File: src/rtl/phtt_pkg.sv
// phtt_pkg: shared types and constants of the PC-sampling histogram block.
// Depends on nothing; phtt_cell, the top and phtt_checker import it.
`timescale 1ns / 1ps
package phtt_pkg;

  localparam int          CFG_W         = 13;
  localparam logic [31:0] TEXT_BASE     = 32'h0000_8000;
  localparam logic [31:0] PC_OFFSET     = 32'd4;
  localparam logic [CFG_W-1:0] TEXT_WORDS_RST = 13'd4096;

  typedef enum logic [1:0] {
    ACT_START  = 2'd0,
    ACT_STOP   = 2'd1,
    ACT_SAMPLE = 2'd2,
    ACT_DUMP   = 2'd3
  } action_e;

  typedef enum logic [2:0] {
    ST_CLEAR,
    ST_IDLE,
    ST_SAMP_RD,
    ST_SAMP_WR,
    ST_SCAN,
    ST_DRAIN,
    ST_OUT
  } state_t;

  typedef logic [CFG_W-1:0] cfg_word_t;

  typedef struct packed {
    action_e     action;
    logic [31:0] pc;
  } in_item_t;

  typedef struct packed {
    logic [31:0] rec_addr;
    logic [31:0] rec_count;
    logic        is_last;
    logic        empty_res;
    logic        dropped_flag;
  } out_item_t;

endpackage

File: src/rtl/phtt_cell.sv
// phtt_cell: one stage of the systolic top-N sorter. Keeps the best entry seen
// so far and hands the loser on to the next cell through a register. Uses phtt_pkg.
`timescale 1ns / 1ps
module phtt_cell #(
  parameter int IW = 12
) (
  input  logic          clk,
  input  logic          rst,
  input  logic          clr,
  input  logic          in_vld,
  input  logic [IW-1:0] in_idx,
  input  logic [31:0]   in_cnt,
  output logic          held_vld,
  output logic [IW-1:0] held_idx,
  output logic [31:0]   held_cnt,
  output logic          pass_vld,
  output logic [IW-1:0] pass_idx,
  output logic [31:0]   pass_cnt
);
  import phtt_pkg::*;

  logic take;

  // higher count wins; on equal counts the lower word index wins
  assign take = in_vld && (!held_vld || (in_cnt > held_cnt) ||
                ((in_cnt == held_cnt) && (in_idx < held_idx)));

  always_ff @(posedge clk) begin
    if (rst || clr) begin
      held_vld <= 1'b0;
      pass_vld <= 1'b0;
    end else begin
      if (take) begin
        held_vld <= 1'b1;
        pass_vld <= held_vld;
      end else begin
        pass_vld <= in_vld;
      end
    end
  end

  always_ff @(posedge clk) begin
    if (take) begin
      held_idx <= in_idx;
      held_cnt <= in_cnt;
      pass_idx <= held_idx;
      pass_cnt <= held_cnt;
    end else begin
      pass_idx <= in_idx;
      pass_cnt <= in_cnt;
    end
  end

endmodule

File: config.mk
export PLATFORM = sky130hd
export DESIGN_NAME = phtt_cell
export DESIGN_NICKNAME = d
export VERILOG_FILES = /design/src/rtl/phtt_pkg.sv /design/src/rtl/phtt_cell.sv
export SDC_FILE = /design/constraint.sdc
export NUM_CORES = 1
export LEC_CHECK = 0
export BUFFER_PORTS_ARGS = -buffer_cell sky130_fd_sc_hd__buf_2
export CORE_MARGIN = 5
export CORE_UTILIZATION = 25
export DETAILED_ROUTE_END_ITERATION = 7
export GPL_TIMING_DRIVEN = 0
export PLACE_DENSITY = 0.53
export SYNTH_ARGS = -nofsm -noshare
export SYNTH_HDL_FRONTEND = slang
export SYNTH_SLANG_ARGS = --single-unit
File: constraint.sdc
create_clock -name clk -period 2.55 [get_ports clk]
set_clock_uncertainty 0.2 [all_clocks]
set_input_delay 0.3825 -clock clk [delete_from_list [all_inputs] [get_ports clk]]
set_output_delay 0.3825 -clock clk [all_outputs]
set_load 0.01 [all_outputs]
# After elaboration in Yosys (flattened, before gate mapping)
# Cells that the tools add are included.
# W data, S select, Z words.
# op_classes
n_lt_le_gt_ge	2
eq_ne	1
mux	3
reduce_logical	6
# ops
cell	n
$eq A32 B32 Y1	1
$gt A32 B32 Y1	1
$mux W32	1
$lt A12 B12 Y1	1
$mux W12	1
$logic_or A1 B1 Y1	3
$logic_and A1 B1 Y1	2
$logic_not A1 Y1	1
$mux W1	1
# word_totals
register_bits	90
out_inout_bits	90
word_cells	18

# Logic depth before layout (Yosys ltp)
# Gate-level depths: netlist of run 1.
# logic_depth
depth_word	5
ltp_mapped	10
depth_no_buf	8

# Worst setup path before layout of run 1
# OpenSTA, ideal clock, no wires.
# synth_path
kind	reg2reg
startpoint	reg held_cnt[10]
endpoint	reg pass_idx[10]
setup_ns	0.121
t_arrival_ns	2.490
t_required_ns	2.229
path_slack_ns	-0.261
stages_incl_launch_ff	11
path_cell_list	edfxtp_1 -> inv_1 -> ha_1 -> nand4_2 -> nor4_1 -> nand4_1 -> o32ai_1 -> a221o_1 -> buf_6 -> buf_12 -> mux2_4
# synth_via
elab_chain_cells	5
elab_cells_between_ends	7
cone_classes	order compare (1); eq/ne (1); mux (1); reduce/logical (4)
# synth_lines
element	line	source
start, declared	phtt_cell.sv:15	output logic [31:0] held_cnt,
start signal, assigned	phtt_cell.sv:45	held_cnt <= in_cnt;
$gt A32 B32 Y1 or $eq A32 B32 Y1 (tied branches)	phtt_cell.sv:25, phtt_cell.sv:26	
$logic_or A1 B1 Y1 or $logic_and A1 B1 Y1 (tied branches)	phtt_cell.sv:25, phtt_cell.sv:26	
$logic_or A1 B1 Y1 (*)	phtt_cell.sv:25	assign take = in_vld && (!held_vld || (in_cnt > held_cnt) ||
$logic_and A1 B1 Y1 (*)	phtt_cell.sv:25	
net take	phtt_cell.sv:22	logic take;
$mux W12 (*)	phtt_cell.sv:43	if (take) begin
end signal, assigned	phtt_cell.sv:46	pass_idx <= held_idx;
end signal, assigned	phtt_cell.sv:49	pass_idx <= in_idx;
end, declared	phtt_cell.sv:17	output logic [IW-1:0] pass_idx,
# Mark *: on every way through the listed nets, which the timed path passes. The rest lies on a longest branch.
# A chain may end at the register's enable or synchronous reset.

# Final worst setup path of run 1
# layout_path
startpoint	reg held_cnt[5]
endpoint	reg pass_idx[2]
# The elaborated chain is that of the path after synthesis.

==> reports/metrics.cfg, run 1 <==
[place]
globalplace.congestion=0.714
placed_area_um2=5100
place_hpwl_um=7320
dp_slack_ns=-0.717
dp_cells=650
io_buffers=137

[pwr]
switching_share_pct=25.7
pwr-share-clk_pct=34.8
ir_drop_uv=282
pwr-share-seq_pct=43.5
p_switching_mw=1.04
p_int_mw=2.99
cellPowerDensity_nw_per_um2=706
p_leak_nw=2.70
pwr-share-comb_pct=21.6

[timing]
period_needed_ns=2.88
slew_viol_final=0
rsz0062_at_grt=yes
setup_viol=88
fmax_mhz=348
fin_setup_tns_ns=-26.04
tightest_slew_ns=0.430
hold_viol=0
fin_crit_sh_pct=113
max_slew_margin_pct=70.6
fin_ws_ns=-0.326

[routing]
dr.pass1.iters=4
vias_per_cell=4.16
post_drt_wl_per_cell_um=14.6
drc_errors=0
finalWirelength_um=9920
vias=2823
drtAntennaViolNets=0
drt_iter0_markers=95

[clocking]
cts_max_level=3
numCtsBuffers=9
cts_num_sinks=90
clk_pin_slew_ns=0.07
cts_tree=built
cts_buffer_depth=2
root_buffer=clkbuf_16
clk_latency_ns=0.34

[setup_path]
r2r_end=pass_idx[2]$_DFF_P_
setup.worst_path.end_class=flip-flop
max_stage_delay_ns=0.47
cp-startpoint=held_cnt[5]$_DFFE_PP_
rrSetupSlack_ns=-0.33
worstRegToRegCells=10
path_cells=inv_1 > ha_1 > a21oi_1 > o21a_2 > o221ai_2 > a2111o_1 > a221o_1 > buf_12 > buf_16 > mux2_4
cp-start-kind=flip-flop
path_max_fanout=14
reg2reg_from=held_cnt[5]$_DFFE_PP_
critPathRequiredTime_ns=2.58
path_class=reg -> reg
critPathArrivalTime_ns=2.90
slowest_stage=a2111o_1

[global_route]
grt_overflow_total=0
grt_max_degree=27
grt_pass1_vias=2962
grt_pass1_wl_um=15900
grtUsageTotal_pct=10.3
antenna_found_initial=0

[cells_and_area]
fin_nets=547
multi_input_area_um2=1780
layout-drive-gt1-share_pct=49.9
area_growth_pct=38.9
fin_util_pct=35.7
design_area_um2=5710
nFillCells=1636
regArea_um2=2240
layout.cells.non_filler=678

[floorplan]
placementRows=46
core_area_um2=16000
start_util_pct=25.7
dieArea_um2=19100
chipWidth_um=138
fp.dieH_um=138
ios=138

[logic_synthesis]
synth.net_count=388
yosysSeqAreaShare_pct=54.5
synthTopCellsByArea=edfxtp_1, dfxtp_1, mux2_4
netlist_area_um2=4110
netlist_instances=297
yosysWarnings=0
ys_async_sr_fraction_pct=0
synth_edf_count=44
synth_top_flop_cell=dfxtp_1
postSynthAreaPerCell_um2=13.8
synth_cell_type_count=33
yosys.area.top_type=edfxtp_1
synth.top_cell.area_share_pct=32.1
ys_ff_latch=90

[run_status]
run_status=complete, but fails checks
violations=negative setup slack

[flow_run]
max-cap-violations=0

[worst_hold_path]
whs_path_depth=2
worstHoldStart=clr
hold_path_class=in -> reg
min_to=held_vld$_SDFFE_PP0P_

## synth_stat cells (4+ instances only)
cell type  number
dfxtp_1        46
inv_1          45
edfxtp_1       44
ha_1           43
mux2_4         39
a21oi_1        17
nand4_1         9
nand2_1         8
mux2_2          5
buf_12          4
nor3_1          4
## sequential cells by signal (all words and copies together) (netlist names)
| register | flops |
|---|---|
| held_cnt | 32 |
| pass_idx | 12 |
| held_vld | 1 |
| pass_vld | 1 |
| held_idx | 12 |
| pass_cnt | 32 |
## cells by family (layout without fill, tap and decap cells)
family,Yosys count,in the layout,share of synthesized area (%)
buffers and inverters,50,214,6.33
adder cells (fa/ha/maj),43,43,13.1
other,0,1,0
flip-flops,90,90,54.5
AO/OA/AOI/OAI,36,36,5.81
AND/OR/NAND/NOR,34,34,4.65
multiplexers,44,44,15.6
## stage by stage
stage | hold slack (ns) | total power, mW
floorplan | 0.259 | 2.27
global placement | 0.271 | 2.57
detailed placement | 0.282 | 2.58
CTS | 0.00335 | 4.07
global route | 0.0161 | 4.25
finish | 0.0214 | 4.03
## power by group through the flow
| stage | Clock (mW) | Sequential (mW) | Combinational, mW |
|---|---|---|---|
| 2_1_floorplan | 0 | 1.86 | 0.408 |
| 3_3_place_gp | 0 | 1.78 | 0.789 |
| 3_5_place_dp | 0 | 1.79 | 0.791 |
| 4_1_cts | 1.46 | 1.76 | 0.849 |
| 5_1_grt | 1.51 | 1.77 | 0.964 |
| 6_report | 1.40 | 1.75 | 0.872 |
## layer usage
metal	global-route usage [%]	vias to the layer above	part of all wire, %
met5	0	-	0
met4	3.12	0	0.88
met3	4.41	9	6.8
met2	16.1	86	46
met1	13.0	1336	46
li1	-	1392	-
## layout make-up
class                           count  share of cell area, %
Clock buffer                       10                   4.01
Buffer                              5                   1.88
Multi-Input combinational cell    157                   31.1
Inverter                           45                   2.96
Timing Repair Buffer              148                   14.6
Clock inverter                      6                   1.42
Tap cell                          216                   4.73
Sequential cell                    90                   39.2
Antenna cell                        1                 0.0438
## worst max-delay path, delay by kind of cell, from the launching register on
kind	cells	cell delay, ns
AO/OA/AOI/OAI	5	1.21
flip-flops	1	0.42
buffers and inverters	3	0.41
multiplexers	1	0.30
adder cells (fa/ha/maj)	1	0.23
## worst max-delay path by stage
stage / endpoint / slack [ns]
2_1_floorplan: pass_idx[10]$_DFF_P_ / -0.20
3_3_place_gp: pass_idx[2]$_DFF_P_ / -0.73
3_5_place_dp: pass_idx[2]$_DFF_P_ / -0.72
4_1_cts: held_cnt[12]$_DFFE_PP_ / -0.37
5_1_grt: pass_idx[7]$_DFF_P_ / -0.48
6_report: pass_idx[2]$_DFF_P_ / -0.33
## cell usage in the layout (no fill, tap or decap), drive strengths merged
cell / count
dfxtp: 46
a2111oi: 2
o32ai: 1
dlygate4sd3: 1
bufbuf: 1
a211oi: 2
nand4: 11
buf: 150
nor3: 4
clkinvlp: 1
mux2: 44
a2111o: 1
diode: 1
a21boi: 1
clkbuf: 11
a221o: 1
nand3: 2
nor3b: 1
inv: 45
bufinv: 2
nand2: 8
nor2: 3
nand2b: 1
o211ai: 1
clkinv: 3
o22ai: 1
o21a: 3
a21oi: 18
edfxtp: 44
a21o: 1
ha: 43
nor4: 3
o21ai: 3
nor2b: 1
o221ai: 1
## repair_timing
action | CTS | global route
endpoints found under the hold margin | 1 | 0
resized for setup | 11 | 8
gates cloned | 2 | 1
hold buffers | 1 | 0
endpoints found under the setup margin | 88 | 88
buffers inserted | 3 | 4
pin swaps | 3 | 2
No activity file was read; power rests on OpenSTA's default activity.
==> run 2, diff against run 1 <==
Settings changed: CORE_UTILIZATION 25 to 45, PLACE_DENSITY 0.53 to 0.82.
==> run 2 against run 1 <==
The run still ends with negative setup slack left; non-clock buffer count grew 12; clock power shrank 37%; clock-buffer cell count shrank 1; core utilization grew 28 points; die area shrank 42%; via count grew 2.6%; sequential share of layout area grew 0.84 points; worst hold slack gained 0.012 ns; critical path type unchanged; critical endpoint is now pass_idx[9]$_DFF_P_.
==> reports/metrics.cfg, run 2 (same netlist as run 1, synthesis figures left out) <==
[run_status]
run_status=complete, but fails checks
violations=negative setup slack

[place]
io_buffers=137
globalplace.congestion=0.755
place_hpwl_um=6660
dp_cells=542
placed_area_um2=4970

[timing]
max_slew_margin_pct=68.6
fin_crit_sh_pct=113
setup_viol=88
fin_ws_ns=-0.320
tightest_slew_ns=0.460
period_needed_ns=2.87
fmax_mhz=348
rsz0062_at_grt=yes
slew_viol_final=0
hold_viol=0

[setup_path]
crit_family=compound AO/OA/AOI/OAI gates
critPathArrivalTime_ns=2.90
path_max_fanout=14
setup.worst_path.end_class=flip-flop
worstRegToRegCells=10
path_class=reg -> reg
crit_buf_inv=3
cp.depth=10
critPathRequiredTime_ns=2.58
path_cells=inv_2 > ha_4 > a21oi_2 > o21a_2 > o221ai_2 > a2111o_1 > a221o_1 > buf_12 > buf_16 > mux2_4
cp-start-kind=flip-flop
max_stage_delay_ns=0.47
slowest_stage=a2111o_1

[routing]
vias_per_cell=4.98
vias=2896
drt_iter0_markers=78
drtAntennaViolNets=0
finalWirelength_um=9380
post_drt_wl_per_cell_um=16.1
dr.pass1.iters=4
drc_errors=0

[floorplan]
fp.dieH_um=106
dieArea_um2=11200
core_area_um2=8810
placementRows=34
start_util_pct=46.7
chipWidth_um=106
ios=138

[clocking]
root_buffer=clkbuf_8
clk_pin_slew_ns=0.09
cts_num_sinks=90
cts_max_level=3
clk_latency_ns=0.35
cts_buffer_depth=2
numCtsBuffers=9
cts_tree=built

[global_route]
grt_pass1_wl_um=14900
grt_pass1_vias=3101
grt_overflow_total=0
grtUsageTotal_pct=16.7
grt_max_degree=27
antenna_found_initial=0

[worst_hold_path]
whs_path_depth=1
hold_path_class=in -> reg

[pwr]
p_leak_nw=2.70
power.total_mw=3.55
ir_drop_uv=276
cellPowerDensity_nw_per_um2=635

[cells_and_area]
top_regs=held_cnt x32, pass_cnt x32
layout.cells.non_filler=581
area_growth_pct=36.0
design_area_um2=5590
nFillCells=678
fin_nets=559
layout_commonest_cell=buf_2
final_cell_mix=buf_2, dfxtp_1, edfxtp_1
antenna_cells=0
fin_util_pct=63.5
layout-drive-gt1-share_pct=53.5

[flow_run]
max-cap-violations=0

[run 2: what timing repair did]
item / 4_1_cts / 5_1_grt
buffers inserted: 13 / 5
hold buffers: 3 / 0
gates cloned: 2 / 0
pin swaps: 6 / 3
endpoints found under the hold margin: 2 / 0
setup endpoints to repair: 88 / 88
resized for setup: 14 / 17
[run 2: worst reg2reg max path, stage by stage, from the launching register on]
cell and delay [ns]:
edfxtp_1 0.43, inv_2 0.09, ha_4 0.20, a21oi_2 0.11
o21a_2 0.16, o221ai_2 0.10, a2111o_1 0.47, a221o_1 0.38
buf_12 0.17, buf_16 0.17, mux2_4 0.30
[run 2: cell type report]
cell class / instances / area, um^2 / area share, %
Buffer: 5 / 108 / 1.92
Sequential cell: 90 / 2240 / 40.1
Clock inverter: 7 / 50.0 / 0.895
Clock buffer: 9 / 124 / 2.21
Inverter: 45 / 169 / 3.02
Tap cell: 108 / 135 / 2.42
Multi-Input combinational cell: 157 / 1840 / 32.9
Timing Repair Buffer: 160 / 923 / 16.5
[run 2: worst paths after layout]
check | startpoint | slack [ns] | to
max | held_cnt[7]$_DFFE_PP_ | -0.32 | pass_idx[9]$_DFF_P_
min | in_cnt[25] | 0.03 | held_cnt[25]$_DFFE_PP_
max reg2reg | held_cnt[7]$_DFFE_PP_ | -0.32 | pass_idx[9]$_DFF_P_
min reg2reg | held_idx[2]$_DFFE_PP_ | 0.34 | pass_idx[2]$_DFF_P_
[run 2: per-layer routing]
| metal | wire length [um] | vias to the layer above | global-route usage (%) |
|---|---|---|---|
| met3 | 484 | 14 | 3.97 |
| met5 | 0 | - | 0 |
| met2 | 4770 | 80 | 29.7 |
| met1 | 3950 | 1385 | 19.6 |
| li1 | - | 1417 | - |
| met4 | 171 | 0 | 6.48 |
[run 2: report_power, final]
| group | switching [mW] | internal [mW] |
|---|---|---|
| combinational | 0.434 | 0.478 |
| clock | 0.524 | 0.364 |
| sequential | 0.0675 | 1.69 |
[run 2: per-stage QoR]
stage / hold WS [ns] / setup WS [ns] / setup TNS, ns
finish: 0.0338 / -0.320 / -23.31
global route: 0.00608 / -0.415 / -31.32
CTS: 0.0117 / -0.330 / -21.61
detailed placement: 0.276 / -0.669 / -46.32
global placement: 0.266 / -0.629 / -43.55
floorplan: 0.259 / -0.197 / -8.50
